## src/fp2un_pkg.sv

```systemverilog
// ----------------------------------------------------------------------------
// fp2un_pkg: shared types and constants
// Float pixel to unorm conversion: lane side-band, control word, full scale.
// ----------------------------------------------------------------------------
package fp2un_pkg;

  localparam int DIV_STEPS = 26;              // quotient bits per divide
  localparam int LANE_LAT  = DIV_STEPS + 4;   // lane input to lane output regs
  localparam int NUM_LANES = 4;

  localparam logic [31:0] ONE_BITS = 32'h3F80_0000;
  localparam logic [31:0] INF_BITS = 32'h7F80_0000;

  localparam logic [1:0] DEPTH_8  = 2'd0;
  localparam logic [1:0] DEPTH_16 = 2'd1;

  localparam logic [1:0] REG_DEPTH   = 2'd0;
  localparam logic [1:0] REG_PREMULT = 2'd1;
  localparam logic [1:0] REG_CHANS   = 2'd2;

  typedef enum logic [1:0] {
    K_ZERO = 2'd0,
    K_FULL = 2'd1,
    K_QNT  = 2'd2
  } kind_e;

  // value = mant * 2^(expo - 150) when kind is K_QNT
  typedef struct packed {
    kind_e              kind;
    logic               div;
    logic signed [9:0]  expo;
    logic [23:0]        mant;
  } side_t;

  typedef struct packed {
    logic       valid;
    logic       last;
    logic [3:0] used;
  } ctl_t;

  function automatic logic [31:0] full_scale(logic [1:0] depth);
    logic [31:0] m;
    unique case (depth)
      DEPTH_8:  m = 32'h0000_00FF;
      DEPTH_16: m = 32'h0000_FFFF;
      default:  m = 32'hFFFF_FFFF;
    endcase
    return m;
  endfunction

endpackage

```

## src/fp2un_div.sv

```systemverilog
// ----------------------------------------------------------------------------
// fp2un_div: pipelined mantissa divider
// Restoring division, one quotient bit per stage, side-band carried along.
// ----------------------------------------------------------------------------
module fp2un_div (
  input  logic              clk_i,
  input  fp2un_pkg::side_t  side_i,
  input  logic [23:0]       mc_i,
  input  logic [23:0]       ma_i,
  output fp2un_pkg::side_t  side_o,
  output logic [25:0]       quot_o,
  output logic              sticky_o
);
  import fp2un_pkg::*;

  logic [24:0] r_q    [0:DIV_STEPS];
  logic [25:0] q_q    [0:DIV_STEPS];
  logic [23:0] ma_q   [0:DIV_STEPS];
  side_t       side_q [0:DIV_STEPS];

  logic [24:0] r_d [1:DIV_STEPS];
  logic [25:0] q_d [1:DIV_STEPS];

  always_comb begin
    for (int j = 1; j <= DIV_STEPS; j++) begin
      if (r_q[j-1] >= {1'b0, ma_q[j-1]}) begin
        r_d[j] = {r_q[j-1][23:0] - ma_q[j-1], 1'b0};
        q_d[j] = {q_q[j-1][24:0], 1'b1};
      end else begin
        r_d[j] = {r_q[j-1][23:0], 1'b0};
        q_d[j] = {q_q[j-1][24:0], 1'b0};
      end
    end
  end

  always_ff @(posedge clk_i) begin
    r_q[0]    <= {1'b0, mc_i};
    q_q[0]    <= '0;
    ma_q[0]   <= ma_i;
    side_q[0] <= side_i;
    for (int j = 1; j <= DIV_STEPS; j++) begin
      r_q[j]    <= r_d[j];
      q_q[j]    <= q_d[j];
      ma_q[j]   <= ma_q[j-1];
      side_q[j] <= side_q[j-1];
    end
  end

  assign side_o   = side_q[DIV_STEPS];
  assign quot_o   = q_q[DIV_STEPS];
  assign sticky_o = |r_q[DIV_STEPS];

endmodule

```

## src/fp2un_lane.sv

```systemverilog
// ----------------------------------------------------------------------------
// fp2un_lane: one channel lane
// Classify, optional divide by alpha with round to nearest even, quantize.
// ----------------------------------------------------------------------------
module fp2un_lane (
  input  logic        clk_i,
  input  logic [1:0]  depth_i,
  input  logic        div_en_i,
  input  logic [31:0] c_i,
  input  logic [31:0] a_i,
  output logic [31:0] val_o
);
  import fp2un_pkg::*;

  logic [7:0]  ec, ea;
  logic [22:0] fc;
  logic        c_nan, c_inf;
  side_t       side_in;

  assign ec    = c_i[30:23];
  assign fc    = c_i[22:0];
  assign ea    = a_i[30:23];
  assign c_nan = (ec == 8'hFF) && (fc != '0);
  assign c_inf = (ec == 8'hFF) && (fc == '0);

  always_comb begin
    side_in.kind = K_ZERO;
    side_in.div  = 1'b0;
    side_in.expo = 10'sd1;
    side_in.mant = {1'b0, fc};
    if (!div_en_i) begin
      if (c_nan || c_i[31] || c_i == '0) begin
        side_in.kind = K_ZERO;
      end else if (c_i >= ONE_BITS) begin
        side_in.kind = K_FULL;
      end else begin
        side_in.kind = K_QNT;
        if (ec != '0) begin
          side_in.expo = $signed({2'b00, ec});
          side_in.mant = {1'b1, fc};
        end
      end
    end else begin
      // tiny quotients (from zero or subnormal colour) quantize to zero
      if (c_nan || ea == 8'hFF || c_i[31] || ec == '0) begin
        side_in.kind = K_ZERO;
      end else if (c_inf) begin
        side_in.kind = K_FULL;
      end else begin
        side_in.kind = K_QNT;
        side_in.div  = 1'b1;
        side_in.expo = $signed({2'b00, ec}) - $signed({2'b00, ea}) + 10'sd127;
      end
    end
  end

  side_t       dv_side;
  logic [25:0] dv_quot;
  logic        dv_sticky;

  fp2un_div u_div (
    .clk_i    (clk_i),
    .side_i   (side_in),
    .mc_i     ({1'b1, fc}),
    .ma_i     ({1'b1, a_i[22:0]}),
    .side_o   (dv_side),
    .quot_o   (dv_quot),
    .sticky_o (dv_sticky)
  );

  // round quotient to single
  side_t             rn_d, rn_q;
  logic [23:0]       rm;
  logic              rg, rs;
  logic [24:0]       rsum;
  logic signed [9:0] re;

  always_comb begin
    rn_d = dv_side;
    if (dv_quot[25]) begin
      rm = dv_quot[25:2];
      rg = dv_quot[1];
      rs = dv_quot[0] | dv_sticky;
      re = dv_side.expo;
    end else begin
      rm = dv_quot[24:1];
      rg = dv_quot[0];
      rs = dv_sticky;
      re = dv_side.expo - 10'sd1;
    end
    rsum = {1'b0, rm} + {24'd0, rg & (rs | rm[0])};
    if (rsum[24]) begin
      rsum = 25'h080_0000;
      re   = re + 10'sd1;
    end
    if (dv_side.div) begin
      rn_d.mant = rsum[23:0];
      rn_d.expo = re;
      rn_d.kind = (re >= 10'sd127) ? K_FULL : K_QNT;
    end
  end

  always_ff @(posedge clk_i) begin
    rn_q <= rn_d;
  end

  // multiply by full scale
  logic [31:0]        m_full;
  logic signed [10:0] k_full;
  logic [55:0]        prod_q;
  logic [5:0]         k_q;
  kind_e              kind_q;

  assign m_full = full_scale(depth_i);
  assign k_full = 11'sd150 - 11'(rn_q.expo);

  always_ff @(posedge clk_i) begin
    prod_q <= 56'(rn_q.mant) * 56'(m_full);
    k_q    <= k_full[5:0];
    if (rn_q.kind == K_QNT && k_full > 11'sd57) begin
      kind_q <= K_ZERO;
    end else begin
      kind_q <= rn_q.kind;
    end
  end

  // round half up and scale down
  logic [57:0] qsum;
  logic [57:0] qshift;

  assign qsum   = {2'b00, prod_q} + (58'd1 << (k_q - 6'd1));
  assign qshift = qsum >> k_q;

  always_ff @(posedge clk_i) begin
    unique case (kind_q)
      K_FULL:  val_o <= m_full;
      K_QNT:   val_o <= qshift[31:0];
      default: val_o <= '0;
    endcase
  end

endmodule

```

## config.mk

```make
export PLATFORM = sky130hd
export DESIGN_NAME = fp2un_lane
export DESIGN_NICKNAME = d
export VERILOG_FILES = /design/src/fp2un_pkg.sv /design/src/fp2un_div.sv /design/src/fp2un_lane.sv
export SDC_FILE = /design/constraint.sdc
export NUM_CORES = 2
export LEC_CHECK = 0
export CAP_MARGIN = 20
export CORE_MARGIN = 2
export CORE_UTILIZATION = 58
export DETAILED_ROUTE_END_ITERATION = 16
export DONT_BUFFER_PORTS = 1
export GPL_TIMING_DRIVEN = 0
export PLACE_DENSITY = 0.76
export SYNTH_ARGS = -nofsm -noshare
export SYNTH_HDL_FRONTEND = slang
export SYNTH_SLANG_ARGS = --single-unit
```

## constraint.sdc

```tcl
create_clock -name clk_i -period 10.5 [get_ports clk_i]
set_input_delay 2.625 -clock clk_i [delete_from_list [all_inputs] [get_ports clk_i]]
set_output_delay 2.625 -clock clk_i [all_outputs]
set_load 0.02 [all_outputs]
```

==> metrics.yaml <==
worst_setup_path:
  path_class: "in -> reg"
  cp-start-kind: "input pin"
  crit_required_ps: 11260
  cp.arrival_ps: 10820
  startpoint: "depth_i[1]"
  r2r-end: "val_o[14]"
  r2r.worst_path.cells: 21
  r2r_slack_ps: 980
  r2r_start: "k_q[0]"
  end_kind: "register"
  cp_max_fo: 10
synthesis:
  synth_cell_types: 97
  yosys-top-cells-area: "dfxtp_1 (46%), ha_1 (9.2%), fa_1 (7.4%)"
  synthFlopType: "dfxtp_1"
  synth_area_um2: 117000
  synth_top_area_share: 0.465
  synth-seq-cells: 2704
  seq_area_frac_synth: 0.465
  synthCells: 11413
  synth-edff-count: 0
  yosysWarnings: 0
  async_flop_share: 0
  yosysTopAreaCell: "dfxtp_1"
  syn_nets: 12770
  avgSynthCellArea_um2: 10.2
sta:
  finalCritPeriodShare: 0.958
  worst_pin_slew_ps: 1180
  skew_ps: 85.2
  rsz0062_at_grt: "no"
  slew_violations: 0
  fmax_ghz: 0.0994
  fin_tns_setup_ps: 0
  setup_viol: 0
  slew_headroom: 0.193
  fin_crit_ps: 10060
  hold_viol: 0
die:
  initial_core_util: 0.584
  core_um2: 200000
  rows: 164
  ioPinCount: 100
  die_y_um: 452
  die_w_um: 452
  die_area_um2: 205000
grt:
  grt_pass1_vias: 83233
  grt.overflow.total: 0
  grt_util_all_layers: 0.279
  antenna_found_initial: 6
  grt_max_degree: 17
  grt_pass1_wl_mm: 453
drt:
  vias: 81004
  totalWireLength_mm: 290
  wl_per_cell_um: 19.9
  via_per_inst: 5.56
  drtIter0Drc: 5547
  drc: 0
  ant_nets: 0
  drt_first_pass_iters: 6
cells_and_area:
  final_cell_area_um2: 129000
  nets: 13062
  final_cell_mix: "dfxtp_1 (2,704), inv_1 (1,336), a21oi_1 (870)"
  final_common_cell: "dfxtp_1"
  layout-drive-gt1-share: 0.0761
  final_core_util: 0.646
  synthToLayoutAreaGrowth_pct: 10.7
cts:
  cts-root-buf: "clkbuf_16"
  cts_max_level: 5
  clock_path_buffers: 4
  tritoncts: "built"
  clkLatencyLatePin_ps: 930
  clk_pin_slew_ps: 60
  cts-buffers-inserted: 280
  postCtsHoldBufs: 0
  clock_sinks: 2704
status:
  status: "finished clean"
placement:
  place_area_um2: 120000
  place.gp.congestion: 0.979
  portBuffers: 0
  dp_hpwl_mm: 221
hold_path:
  hold_end: "u_div.side_q[16][14]"
  hp-start: "u_div.side_q[15][14]"
  hold_depth: 0
  hp-class: "reg -> reg"
run:
  maxCapViolations: 0
==> cell type report <==
| type | instances | area, um^2 |
|---|---|---|
| fill | 15558 | 70700 |
| sequential | 2704 | 54100 |
| inverter | 1342 | 5050 |
| clock inverter | 82 | 887 |
| timing repair buffer | 11 | 80.1 |
| buffer | 231 | 930 |
| multi-input combinational | 7135 | 56500 |
| antenna | 6 | 15.0 |
| clock buffer | 393 | 8040 |
| tap | 2656 | 3320 |
==> layer usage <==
layer | GRT usage | wire length (um) | vias up
met5 | 0 | 0 | -
met4 | 0.107 | 11500 | 0
met3 | 0.0461 | 15400 | 634
met2 | 0.491 | 142000 | 2433
met1 | 0.342 | 121000 | 38627
li1 | - | - | 39310
==> critical path, cell delays in order <==
cell	delay, ps
buf_4	280
clkbuf_4	280
nand2_1	250
fa_2	730
fa_2	550
fa_1	560
inv_1	50
fa_1	520
fa_1	460
fa_1	560
inv_1	60
fa_1	560
inv_1	50
ha_1	360
a21o_1	200
a21o_1	190
a2111oi_2	410
o32ai_1	240
o21ai_2	230
a21oi_1	170
a221oi_2	340
o21ai_0	200
o41ai_2	400
o21ai_0	170
a21oi_1	200
xnor2_1	180
==> per-stage QoR <==
| stage | cells | worst slack, ps | hold slack (ps) |
|---|---|---|---|
| floorplan | 11413 | 33.4 | 310 |
| global placement | 14069 | -2220 | 309 |
| detailed placement | 14070 | -2240 | 312 |
| CTS | 14545 | 43.5 | 275 |
| global route | 14556 | 10.9 | 272 |
| finish | 14560 | 441 | 280 |
==> how the worst max path moves through the flow <==
| stage | endpoint | slack (ps) |
|---|---|---|
| 5_1_grt | prod_q[55] | 10 |
| 2_1_floorplan | prod_q[55] | 30 |
| 3_5_place_dp | prod_q[55] | -2240 |
| 3_3_place_gp | prod_q[55] | -2220 |
| 4_1_cts | prod_q[55] | 40 |
| 6_report | prod_q[55] | 440 |
==> cells in the mapped netlist, types with 275 or more instances <==
master / n
a21o_1: 275
a21oi_1: 870
dfxtp_1: 2704
fa_1: 429
ha_1: 860
inv_1: 1340
mux2_2: 320
nand2_1: 510
nor2_1: 818
o21ai_0: 416
xnor2_1: 441
==> sequential cells by signal, indices dropped and copies added (netlist names) <==
signal,flops
u_div.side_q,999
u_div.q_q,351
rn_q,36
prod_q,56
u_div.r_q,624
u_div.ma_q,598
kind_q,2
val_o,32
k_q,6
==> repair_timing <==
| action | in CTS | in global routing |
|---|---|---|
| buffers inserted | 1 | 8 |
| gates resized for setup | 10 | 26 |
| pin swaps | 1 | 2 |
| setup endpoints to repair | 12 | 6 |
==> logic make-up after synthesis <==
kind of cell | count (synthesis) | synth area share
flops | 2704 | 0.465
simple gates | 2411 | 0.0990
compound gates | 2361 | 0.129
buf+inv | 1574 | 0.0511
fa+ha+maj | 1290 | 0.166
xor+xnor | 647 | 0.0487
mux | 426 | 0.0420
Power is not shown: default switching activity piles up to over one toggle a cycle in this logic, so the estimate is an artifact.
