**src/fp2un_pkg.sv**
```systemverilog
// ----------------------------------------------------------------------------
// fp2un_pkg: shared types and constants
// Float pixel to unorm conversion: lane side-band, control word, full scale.
// ----------------------------------------------------------------------------
package fp2un_pkg;

  localparam int DIV_STEPS = 26;              // quotient bits per divide
  localparam int LANE_LAT  = DIV_STEPS + 4;   // lane input to lane output regs
  localparam int NUM_LANES = 4;

  localparam logic [31:0] ONE_BITS = 32'h3F80_0000;
  localparam logic [31:0] INF_BITS = 32'h7F80_0000;

  localparam logic [1:0] DEPTH_8  = 2'd0;
  localparam logic [1:0] DEPTH_16 = 2'd1;

  localparam logic [1:0] REG_DEPTH   = 2'd0;
  localparam logic [1:0] REG_PREMULT = 2'd1;
  localparam logic [1:0] REG_CHANS   = 2'd2;

  typedef enum logic [1:0] {
    K_ZERO = 2'd0,
    K_FULL = 2'd1,
    K_QNT  = 2'd2
  } kind_e;

  // value = mant * 2^(expo - 150) when kind is K_QNT
  typedef struct packed {
    kind_e              kind;
    logic               div;
    logic signed [9:0]  expo;
    logic [23:0]        mant;
  } side_t;

  typedef struct packed {
    logic       valid;
    logic       last;
    logic [3:0] used;
  } ctl_t;

  function automatic logic [31:0] full_scale(logic [1:0] depth);
    logic [31:0] m;
    unique case (depth)
      DEPTH_8:  m = 32'h0000_00FF;
      DEPTH_16: m = 32'h0000_FFFF;
      default:  m = 32'hFFFF_FFFF;
    endcase
    return m;
  endfunction

endpackage

```
**src/fp2un_merge.sv**
```systemverilog
// ----------------------------------------------------------------------------
// fp2un_merge: output stage
// Gathers lane results, blanks unused lanes, drives the result strobe.
// ----------------------------------------------------------------------------
module fp2un_merge (
  input  logic              clk_i,
  input  logic              rst_ni,
  input  fp2un_pkg::ctl_t   ctl_i,
  input  logic [31:0]       lane0_i,
  input  logic [31:0]       lane1_i,
  input  logic [31:0]       lane2_i,
  input  logic [31:0]       lane3_i,
  output logic              done_o,
  output logic              last_o,
  output logic [31:0]       chan0_o,
  output logic [31:0]       chan1_o,
  output logic [31:0]       chan2_o,
  output logic [31:0]       chan3_o
);
  import fp2un_pkg::*;

  always_ff @(posedge clk_i or negedge rst_ni) begin
    if (!rst_ni) begin
      done_o <= 1'b0;
    end else begin
      done_o <= ctl_i.valid;
    end
  end

  always_ff @(posedge clk_i) begin
    last_o  <= ctl_i.last;
    chan0_o <= ctl_i.used[0] ? lane0_i : '0;
    chan1_o <= ctl_i.used[1] ? lane1_i : '0;
    chan2_o <= ctl_i.used[2] ? lane2_i : '0;
    chan3_o <= ctl_i.used[3] ? lane3_i : '0;
  end

endmodule

```
**config.mk**
```make
export PLATFORM = sky130hd
export DESIGN_NAME = fp2un_merge
export DESIGN_NICKNAME = d
export VERILOG_FILES = /design/src/fp2un_pkg.sv /design/src/fp2un_merge.sv
export SDC_FILE = /design/constraint.sdc
export NUM_CORES = 1
export LEC_CHECK = 0
export BUFFER_PORTS_ARGS = -buffer_cell sky130_fd_sc_hd__clkbuf_2
export CAP_MARGIN = 0
export CORE_AREA = 5 5 107 109
export DETAILED_ROUTE_END_ITERATION = 12
export DIE_AREA = 0 0 112 114
export PLACE_DENSITY = 0.83
export SETUP_SLACK_MARGIN = 0.2
export SLEW_MARGIN = 20
export SYNTH_ARGS = -nofsm -noshare
export SYNTH_HDL_FRONTEND = slang
export SYNTH_SLANG_ARGS = --single-unit
```
**constraint.sdc**
```tcl
create_clock -name clk_i -period 0.8 [get_ports clk_i]
set_clock_uncertainty 0.1 [all_clocks]
set_input_delay 0.16 -clock clk_i [delete_from_list [all_inputs] [get_ports clk_i]]
set_output_delay 0.16 -clock clk_i [all_outputs]
set_load 0.05 [all_outputs]
```
==> flow_summary.toml, run 1 <==
[status]
outcome = "finished, violations left"
violations = "negative hold slack, negative setup slack"

[worst_hold_path]
whs_path_depth = 2
worstHoldPathType = "in -> reg"

[route]
first_pass_iters = 4
wirelength_um = 13200
drtIter0Drc = 56
wl_per_cell_um = 18.6
drtAntennaViolNets = 0
vias = 2954
drc = 0
via_per_inst = 4.18

[sta]
setup-violations-final = 130
rsz0062_at_grt = "yes"
fin_crit_sh_pct = 164
drv_slew = 0
timing.slew.headroom_pct = 81.3
finalHoldViolCount = 129
fmax_mhz = 764
fin_hold_ws_ns = -0.230
fin_crit_ns = 1.31
tightest_slew_ns = 0.280
final.setup.tns_ns = -58.80
worst_slack_ns = -0.509

[synthesis]
synth_compound_area_share_pct = 0
yosys.area_share.xor_xnor_pct = 0
synth_area_um2 = 3630
synth-seq-area-share_pct = 71.9
synth_mux_area_share_pct = 0
syn_area_per_cell_um2 = 13.4
syn_inst = 270
synth_area_leaders = "dfxtp_1 71%, and2_2 26%, clkbuf_2 1.7%"
synthDistinctLibCells = 4
synth.net_count = 406
synth.top_cell.area_share_pct = 71.2
yosysTopAreaCell = "dfxtp_1"
synthAdderAreaFrac_pct = 0
yosys.area_share.simple_pct = 26.5
synth-seq-cells = 130
yosys_warnings = 0
synth_top_family_by_area = "simple AND/OR/NAND/NOR gates"

[global_routing]
antenna_found_initial = 0
grt_pass1_vias = 3524
grt_max_degree = 23
grt_use_total_pct = 21.3
grt-ovfl-total = 0
grt_pass1_wl_um = 20200

[job]
drv_cap = 0

[setup_path]
cp_max_fo = 1
path_class = "reg -> out"
critPathLaunchType = "flop"
crit_family = "flip-flops"
crit_slowest_cell = "dfrtp_2"
path_buf_inv = 1
crit_chain = "buf_8"
arrival_ns = 1.05
crit_path_max_incr_delay_ns = 0.40
endpoint_kind = "output port"
cp_num_cells = 1
critPathRequiredTime_ns = 0.54

[cells_and_area]
regArea_um2 = 3090
multi_input_area_um2 = 1110
antenna_cells = 0
fill_cells = 514
design_area_um2 = 8570
syn_to_final_growth_pct = 136
fin_nets = 690
drive_gt1_share_pct = 98.6

[floorplan]
coreArea_um2 = 10500
rows = 38
pin_count = 266
initial_core_util_pct = 34.5
die_y_um = 114
dieWidth_um = 112
dieArea_um2 = 12800

[placement]
pre_cts_ws_ns = -0.0570
io_buffers = 265
gp_congestion = 0.766
hpwl_um = 8540
place_area_um2 = 6900

[clocking]
cts-hold-fix-buffers = 3
cts_buffers = 17
clkSlewWorstSetupHoldPaths_ns = 0.05
cts_max_path_buffers = 2
cts_num_sinks = 130
tritoncts = "done"
htree_levels = 4
cts-root-buf = "clkbuf_8"

[pwr]
p_per_area_nw_per_um2 = 2060
ir_drop_v = 0.00133
cellLeakagePower_nw = 3.90
[area by class of cell]
cell class,count,area share [%]
clock inverter,12,1.36
clock buffer,20,4.96
sequential,130,36.1
timing repair buffer,277,42.6
multi-input combinational,128,13.0
tap,140,2.04
[state kept, by name (all words and copies together) (netlist names)]
signal and flops:
last_o 1, chan0_o 32, chan2_o 32, chan1_o 32
done_o 1, chan3_o 32
[layer usage]
metal	vias to the layer above	global-route usage (%)	wire [um]
met1	1369	19.2	4020
met5	-	0	0
met4	0	9.38	382
met2	170	41.8	7620
li1	1386	-	-
met3	29	8.33	1130
[final timing paths]
check / to / slack (ns) / from
worst max-delay path: done_o / -0.51 / done_o
min in group asynchronous: done_o / -0.11 / rst_ni
max in group asynchronous: done_o / 0.62 / rst_ni
worst min-delay path: chan0_o[30] / -0.23 / lane0_i[30]
[per-stage QoR]
step | utilization, % | instances | power (mW) | hold slack [ns]
after floorplan | - | 270 | 8.78 | -0.236
after global placement | 65.7 | 672 | 10.1 | -0.165
after detailed placement | 65.7 | 672 | 10.2 | -0.163
after CTS | 81.5 | 707 | 17.8 | -0.262
after global routing | 81.6 | 707 | 18.4 | -0.247
final | 81.6 | 707 | 17.7 | -0.230
[repair_timing]
item,CTS,global route
hold endpoints to repair,131,129
setup endpoints to repair,130,130
buffers inserted,0,0
resized for setup,169,8
[power breakdown]
group | leakage, nW | internal (mW) | switching, mW
Clock | 0.263 | 4.38 | 2.60
Sequential | 1.16 | 6.66 | 0.277
Combinational | 2.47 | 2.03 | 1.73
Total | 3.90 | 13.1 | 4.61
[synthesized netlist by cell type]
cell type,n
and2_2,128
clkbuf_2,12
dfrtp_1,1
dfxtp_1,129
[placed cells by master, fill, tap and decap left out, types with 2 or more instances in the layout]
cell / count
and2_4: 120
and2_2: 8
clkinv_2: 5
dfxtp_4: 128
clkbuf_2: 135
clkbuf_16: 67
buf_8: 8
clkinv_1: 2
clkbuf_1: 3
clkinvlp_4: 2
buf_4: 4
dlygate4sd3_1: 3
bufinv_16: 2
buf_12: 76
[kinds of logic after synthesis]
| group | after synthesis |
|---|---|
| buffers and inverters | 12 |
| DFF | 130 |
| and+or+nand+nor | 128 |
Note: power is estimated with default switching activity, not from simulation.
==> inputs of run 2 (changes only) <==
--- a/config.mk
+++ b/config.mk
@@ -7,10 +7,11 @@
 export LEC_CHECK = 0
 export BUFFER_PORTS_ARGS = -buffer_cell sky130_fd_sc_hd__clkbuf_2
 export CAP_MARGIN = 0
-export CORE_AREA = 5 5 107 109
+export CORE_AREA = 5 5 101 103
+export CTS_CLUSTER_DIAMETER = 120
 export DETAILED_ROUTE_END_ITERATION = 12
-export DIE_AREA = 0 0 112 114
-export PLACE_DENSITY = 0.83
+export DIE_AREA = 0 0 106 108
+export PLACE_DENSITY = 0.88
 export SETUP_SLACK_MARGIN = 0.2
 export SLEW_MARGIN = 20
 export SYNTH_ARGS = -nofsm -noshare
==> constraint.sdc (replaced) <==
create_clock -name clk_i -period 1.7 [get_ports clk_i]
set_clock_uncertainty 0.1 [all_clocks]
set_input_delay 0.34 -clock clk_i [delete_from_list [all_inputs] [get_ports clk_i]]
set_output_delay 0.34 -clock clk_i [all_outputs]
set_load 0.05 [all_outputs]
==> run 2 against run 1 <==
Against the previous run:
- the flow now finishes without violations
- worst setup slack improved by 0.73 ns
- count of clock-buffer cells in the layout fell by 2
- via count rose by 18%
- final cell count rose by 13%
- core utilization fell by 0.12 points
- wire length rose by 12%
- total power fell by 53%
- combinational power fell by 60%
- non-clock buffer count rose by 119
- sequential share of layout area fell by 0.81 points
==> flow_summary.toml, run 2 (synthesized netlist as in run 1, its figures left out) <==
[sta]
fmax_mhz = 676
fin_crit_sh_pct = 87.0
timing.slew.headroom_pct = 69.1
fin_hold_ws_ns = 0.0955
final.setup.tns_ns = 0
rsz0062_at_grt = "yes"
drv_slew = 0
finalHoldViolCount = 0
fin_crit_ns = 1.48
tightest_slew_ns = 0.463
setup-violations-final = 0

[pwr]
power.switching_mw = 2.30
ir_drop_v = 0.000631
switching_share_pct = 27.8
combPwrFrac_pct = 18.0
cellLeakagePower_nw = 3.61
clkPwrFrac_pct = 42.2
p_int_mw = 5.97
p_seq_share_pct = 39.7
p_per_area_nw_per_um2 = 1110

[setup_path]
cp_max_fo = 1
crit_slowest_cell = "dfxtp_1"
path_buf_inv = 1
arrival_ns = 1.04
crit_path_max_incr_delay_ns = 0.37
crit_chain = "buf_6"
path_class = "reg -> out"
critPathLaunchType = "flop"
critPathRequiredTime_ns = 1.26
endpoint_kind = "output port"
crit_family = "flip-flops"

[route]
first_pass_iters = 4
drtIter0Drc = 87
drtAntennaViolNets = 0
wirelength_um = 14700
via_per_inst = 4.35
wl_per_cell_um = 18.4
vias = 3477
drc = 0

[cells_and_area]
drive_gt1_share_pct = 62.7
multi_input_area_um2 = 961
regArea_um2 = 2620
syn_to_final_growth_pct = 104
layout_common_cells = "135 x clkbuf_2, 131 x dlygate4sd3_1, 128 x and2_2, 123 x dfxtp_1, 84 x buf_4"
fin_nets = 809
final_common_cell = "clkbuf_2"
design_area_um2 = 7420
fill_cells = 454

[job]
drv_cap = 0

[global_routing]
antenna_found_initial = 2
grt_use_total_pct = 25.1
grt_pass1_vias = 3919
grt_pass1_wl_um = 21500
grt-ovfl-total = 0
grt_max_degree = 33

[clocking]
cts-root-buf = "clkbuf_8"
cts_max_path_buffers = 2
clkSlewWorstSetupHoldPaths_ns = 0.06
postCtsSetupRepairBufs = 0
htree_levels = 4
cts_num_sinks = 130
cts_buffers = 17
tritoncts = "done"

[floorplan]
die_y_um = 108
rows = 35
initial_core_util_pct = 39.8
pin_count = 266
dieWidth_um = 106
dieArea_um2 = 11400
coreArea_um2 = 9110

[placement]
gp_congestion = 0.754
place_area_um2 = 5030
io_buffers = 265
hpwl_um = 7530

[worst_hold_path]
worstHoldPathType = "in -> async"

[status]
outcome = "completed"
-- run 2: cell types whose count changed in the layout (fill, tap and decap cells not counted), moves of 4 or more --
cell and change:
inv_6 +4, clkbuf_4 +11, buf_4 +80, clkbuf_8 +6, dfxtp_1 +123, and2_2 +120, dfxtp_2 +5, buf_12 -76
and2_4 -120, clkbuf_16 -51, dfxtp_4 -128, buf_6 +24, dlygate4sd3_1 +128
-- run 2: path summary, 6_finish.rpt --
path	from	to	slack, ns	depth (start not counted)
min in group clk_i	ctl_i[0]	chan0_o[24]	0.36	2
max in group asynchronous	rst_ni	done_o	1.30	2
max	chan3_o[2]	chan3_o[2]	0.22	1
min	rst_ni	done_o	0.1	2
-- run 2: layout make-up --
| cell class | instances | share of cell area (%) |
|---|---|---|
| clock inverters | 14 | 2.07 |
| diodes | 2 | 0.0675 |
| repair buffers | 396 | 42.2 |
| clock buffers | 18 | 5.63 |
| flip-flops and latches | 130 | 35.2 |
| well taps | 111 | 1.87 |
| multi-input cells | 128 | 13.0 |
-- run 2: what timing repair did --
action,in CTS,in global routing
resized for setup,141,143
hold endpoints to repair,131,0
hold buffers,131,0
setup endpoints to repair,130,113
-- run 2: power by group through the flow --
stage / clock (mW) / combinational, mW / sequential [mW]
after floorplan: 0 / 0.154 / 3.90
after global placement: 0 / 1.05 / 3.32
after detailed placement: 0 / 1.07 / 3.32
after CTS: 3.55 / 1.41 / 3.26
after global routing: 3.71 / 1.55 / 3.29
final: 3.49 / 1.49 / 3.28
-- run 2: metrics by stage --
step	power, mW	utilization [%]	setup WS (ns)	cells
after floorplan	4.06	-	0.673	270
after global placement	4.37	55.3	0.593	634
after detailed placement	4.39	55.3	0.540	634
after CTS	8.22	80.3	0.179	797
after global routing	8.55	81.5	0.167	799
final	8.27	81.5	0.220	799
-- run 2: metal layers --
layer | wire length (um) | up-vias | GRT usage [%]
li1 | - | 1624 | -
met1 | 4800 | 1623 | 23.4
met2 | 8040 | 189 | 48.0
met3 | 1300 | 41 | 10.0
met4 | 556 | 0 | 11.6
met5 | 0 | - | 0
==> inputs of run 3 (changes only) <==
--- a/config.mk
+++ b/config.mk
@@ -7,12 +7,14 @@
 export LEC_CHECK = 0
 export BUFFER_PORTS_ARGS = -buffer_cell sky130_fd_sc_hd__clkbuf_2
 export CAP_MARGIN = 0
-export CORE_AREA = 5 5 101 103
+export CORE_AREA = 5 5 100 102
+export CTS_BUF_LIST = sky130_fd_sc_hd__clkbuf_2
 export CTS_CLUSTER_DIAMETER = 120
 export DETAILED_ROUTE_END_ITERATION = 12
-export DIE_AREA = 0 0 106 108
-export PLACE_DENSITY = 0.88
+export DIE_AREA = 0 0 105 107
+export PLACE_DENSITY = 0.89
 export SETUP_SLACK_MARGIN = 0.2
+export SKIP_LAST_GASP = 1
 export SLEW_MARGIN = 20
 export SYNTH_ARGS = -nofsm -noshare
 export SYNTH_HDL_FRONTEND = slang
==> run 3 against run 2 <==
Against the previous run:
- the flow now stops in global routing (5_1_grt)
- synthesized area did not move
- synthesized cell count did not move
==> flow_summary.toml, run 3 <==
[synthesis]
synthDistinctLibCells = 4
synth_area_leaders = "dfxtp_1 71%, and2_2 26%, clkbuf_2 1.7%"
yosys_warnings = 0
synth-seq-area-share_pct = 71.9
async_reset_ff_share_pct = 0.769
synthFlopType = "dfxtp_1"
synth.net_count = 406
synth.top_cell.area_share_pct = 71.2
synth-seq-cells = 130
post-synth-top-count-cell = "dfxtp_1"
synthTopCellsByCount = "129 x dfxtp_1, 128 x and2_2, 12 x clkbuf_2"
synth-edff-count = 0
syn_inst = 270
synth_area_um2 = 3630
yosysTopAreaCell = "dfxtp_1"
syn_area_per_cell_um2 = 13.4

[global_routing]
grt-ovfl-total = 101
antenna_found_initial = 3
grt_use_total_pct = 69.9
grt_max_degree = 33

[sta]
crit_endpoint = "done_o"
worstEpCategory = "output port"

[placement]
io_buffers = 265
hpwl_um = 7350
gp_congestion = 0.739
place_area_um2 = 5030
post-place-cells = 634

[status]
stop_error = "[ERROR GRT-0232] Routing congestion too high. Check the congestion heatmap in the GUI."
outcome = "aborted with a tool error"
lastStage = "global routing (5_1_grt)"

[floorplan]
die_y_um = 107
pin_count = 266
initial_core_util_pct = 40.2
rows = 35
dieWidth_um = 105

[clocking]
cts_num_sinks = 130
cts-root-buf = "clkbuf_2"
cts_max_path_buffers = 2
htree_levels = 4
cts_buffers = 17
## run 3: cell counts after synthesis
No cell type changed its count.
## run 3: kinds of logic after synthesis
group,after synthesis,share of synthesized area (%)
DFF,130,71.9
and+or+nand+nor,128,26.5
buffers and inverters,12,1.66
## run 3: per-stage QoR
| stage | setup slack (ns) | utilization [%] |
|---|---|---|
| 3_5_place_dp | 0.553 | 55.8 |
| 2_1_floorplan | 0.673 | - |
| 4_1_cts | -0.00371 | 96.4 |
| 3_3_place_gp | 0.583 | 55.8 |
## run 3: per-layer routing
metal  GRT usage (%)  GRT overflow
met5            2.38             0
met4            83.7            54
met3            45.6             0
met2            92.4            47
met1            65.7             0
## run 3: repair_timing
| item | 4_1_cts |
|---|---|
| endpoints found under the hold margin | 131 |
| setup buffers | 0 |
| endpoints found under the setup margin | 130 |
| resized for setup | 449 |
| hold buffers | 132 |
==> inputs of run 4 (changes only) <==
--- a/config.mk
+++ b/config.mk
@@ -7,13 +7,10 @@
 export LEC_CHECK = 0
 export BUFFER_PORTS_ARGS = -buffer_cell sky130_fd_sc_hd__clkbuf_2
 export CAP_MARGIN = 0
-export CORE_AREA = 5 5 100 102
-export CTS_BUF_LIST = sky130_fd_sc_hd__clkbuf_2
-export CTS_CLUSTER_DIAMETER = 120
+export CORE_AREA = 5 5 102 104
 export DETAILED_ROUTE_END_ITERATION = 12
-export DIE_AREA = 0 0 105 107
-export PLACE_DENSITY = 0.89
-export SETUP_SLACK_MARGIN = 0.2
+export DIE_AREA = 0 0 107 109
+export PLACE_DENSITY_LB_ADDON = 0.15
 export SKIP_LAST_GASP = 1
 export SLEW_MARGIN = 20
 export SYNTH_ARGS = -nofsm -noshare
==> run 4 against run 3 <==
Against the previous run:
- the flow now finishes without violations
==> flow_summary.toml, run 4 (synthesized netlist as in run 1, its figures left out) <==
[status]
outcome = "completed"

[route]
vias = 3319
drc = 0
wirelength_um = 11900
wl_per_cell_um = 14.9
via_per_inst = 4.15
drtIter0Drc = 58
drtAntennaViolNets = 0
first_pass_iters = 4

[setup_path]
crit_chain = "clkbuf_2"
path_buf_inv = 1
endpoint_kind = "output port"
crit_slowest_cell = "dfxtp_1"
crit_path_max_incr_delay_ns = 0.33
cp_max_fo = 1
path_class = "reg -> out"
crit_family = "flip-flops"
critPathRequiredTime_ns = 1.26
arrival_ns = 1.12
critPathLaunchType = "flop"

[sta]
drv_slew = 0
finalHoldViolCount = 0
final.setup.tns_ns = 0
timing.slew.headroom_pct = 67.3
rsz0062_at_grt = "no"
fin_crit_ns = 1.56
tightest_slew_ns = 0.491
setup-violations-final = 0
fmax_mhz = 642
fin_crit_sh_pct = 91.7

[floorplan]
initial_core_util_pct = 38.4
pin_count = 266
die_y_um = 109
rows = 36
dieArea_um2 = 11700
coreArea_um2 = 9460
dieWidth_um = 107

[cells_and_area]
syn_to_final_growth_pct = 92.6
fin_nets = 809
final_common_cell = "clkbuf_2"
layout_common_cells = "265 x clkbuf_2, 131 x dlygate4sd3_1, 129 x dfxtp_1, 128 x and2_2, 16 x clkbuf_16"
drive_gt1_share_pct = 61.7
final_cells = 800
antenna_cells = 0

[clocking]
cts_max_path_buffers = 2
cts-root-buf = "clkbuf_8"
clkSlewWorstSetupHoldPaths_ns = 0.06
tritoncts = "done"
cts_resized = 0
cts_buffers = 17
htree_levels = 4
cts_num_sinks = 130

[pwr]
p_per_area_nw_per_um2 = 1210
ir_drop_v = 0.000740
cellLeakagePower_nw = 3.51

[placement]
hpwl_um = 7710
io_buffers = 265
gp_congestion = 0.702
post-place-cells = 637

[global_routing]
grt_pass1_wl_um = 18400
grt_use_total_pct = 20.8
grt-ovfl-total = 0
grt_max_degree = 33
antenna_found_initial = 0
grt_pass1_vias = 3685

[job]
drv_cap = 0

[worst_hold_path]
worstHoldPathType = "in -> async"
==> run 4: per-layer routing <==
layer	part of all wire [%]	wire [um]	track usage [%]
met5	0	0	0
met2	55	6600	40.4
met3	10	1190	9.00
met1	32	3810	18.3
met4	2.9	346	9.68
==> run 4: timing repair <==
action	in CTS	in global routing
hold endpoints to repair	131	0
hold buffers	131	0
buffers inserted	0	0
==> run 4: through the flow <==
stage / worst slack [ns] / power, mW / hold WS [ns] / util (%) / instance area, um^2
6_report: 0.141 / 8.45 / 0.0575 / 73.9 / 6990
5_1_grt: 0.0858 / 8.79 / 0.0408 / 73.9 / 6990
4_1_cts: 0.126 / 8.52 / 0.0110 / 73.9 / 6990
3_5_place_dp: 0.496 / 4.39 / 0.0162 / 53.3 / 5040
3_3_place_gp: 0.510 / 4.38 / 0.0159 / 53.3 / 5040
2_1_floorplan: 0.673 / 4.06 / -0.0556 / - / 3630
==> run 4: cell type report <==
type / count / area [um^2]
sequential: 130 / 2610
fill: 658 / 2470
tap: 114 / 143
clock inverter: 12 / 204
multi-input combinational: 128 / 961
timing repair buffer: 396 / 2640
clock buffer: 20 / 435
==> run 4: path summary, 6_finish.rpt <==
check / slack [ns] / to / start / depth (start not counted)
setup / recovery: 0.14 / chan1_o[5] / chan1_o[5] / 1
hold / removal: 0.06 / done_o / rst_ni / 2
max in group asynchronous: 1.36 / done_o / rst_ni / 2
min in group clk_i: 0.35 / chan2_o[30] / ctl_i[2] / 2
==> run 4: power breakdown <==
group	internal (mW)	switching, mW	total, mW
clock	2.58	1.29	3.87
sequential	3.21	0.0432	3.26
combinational	0.512	0.814	1.33
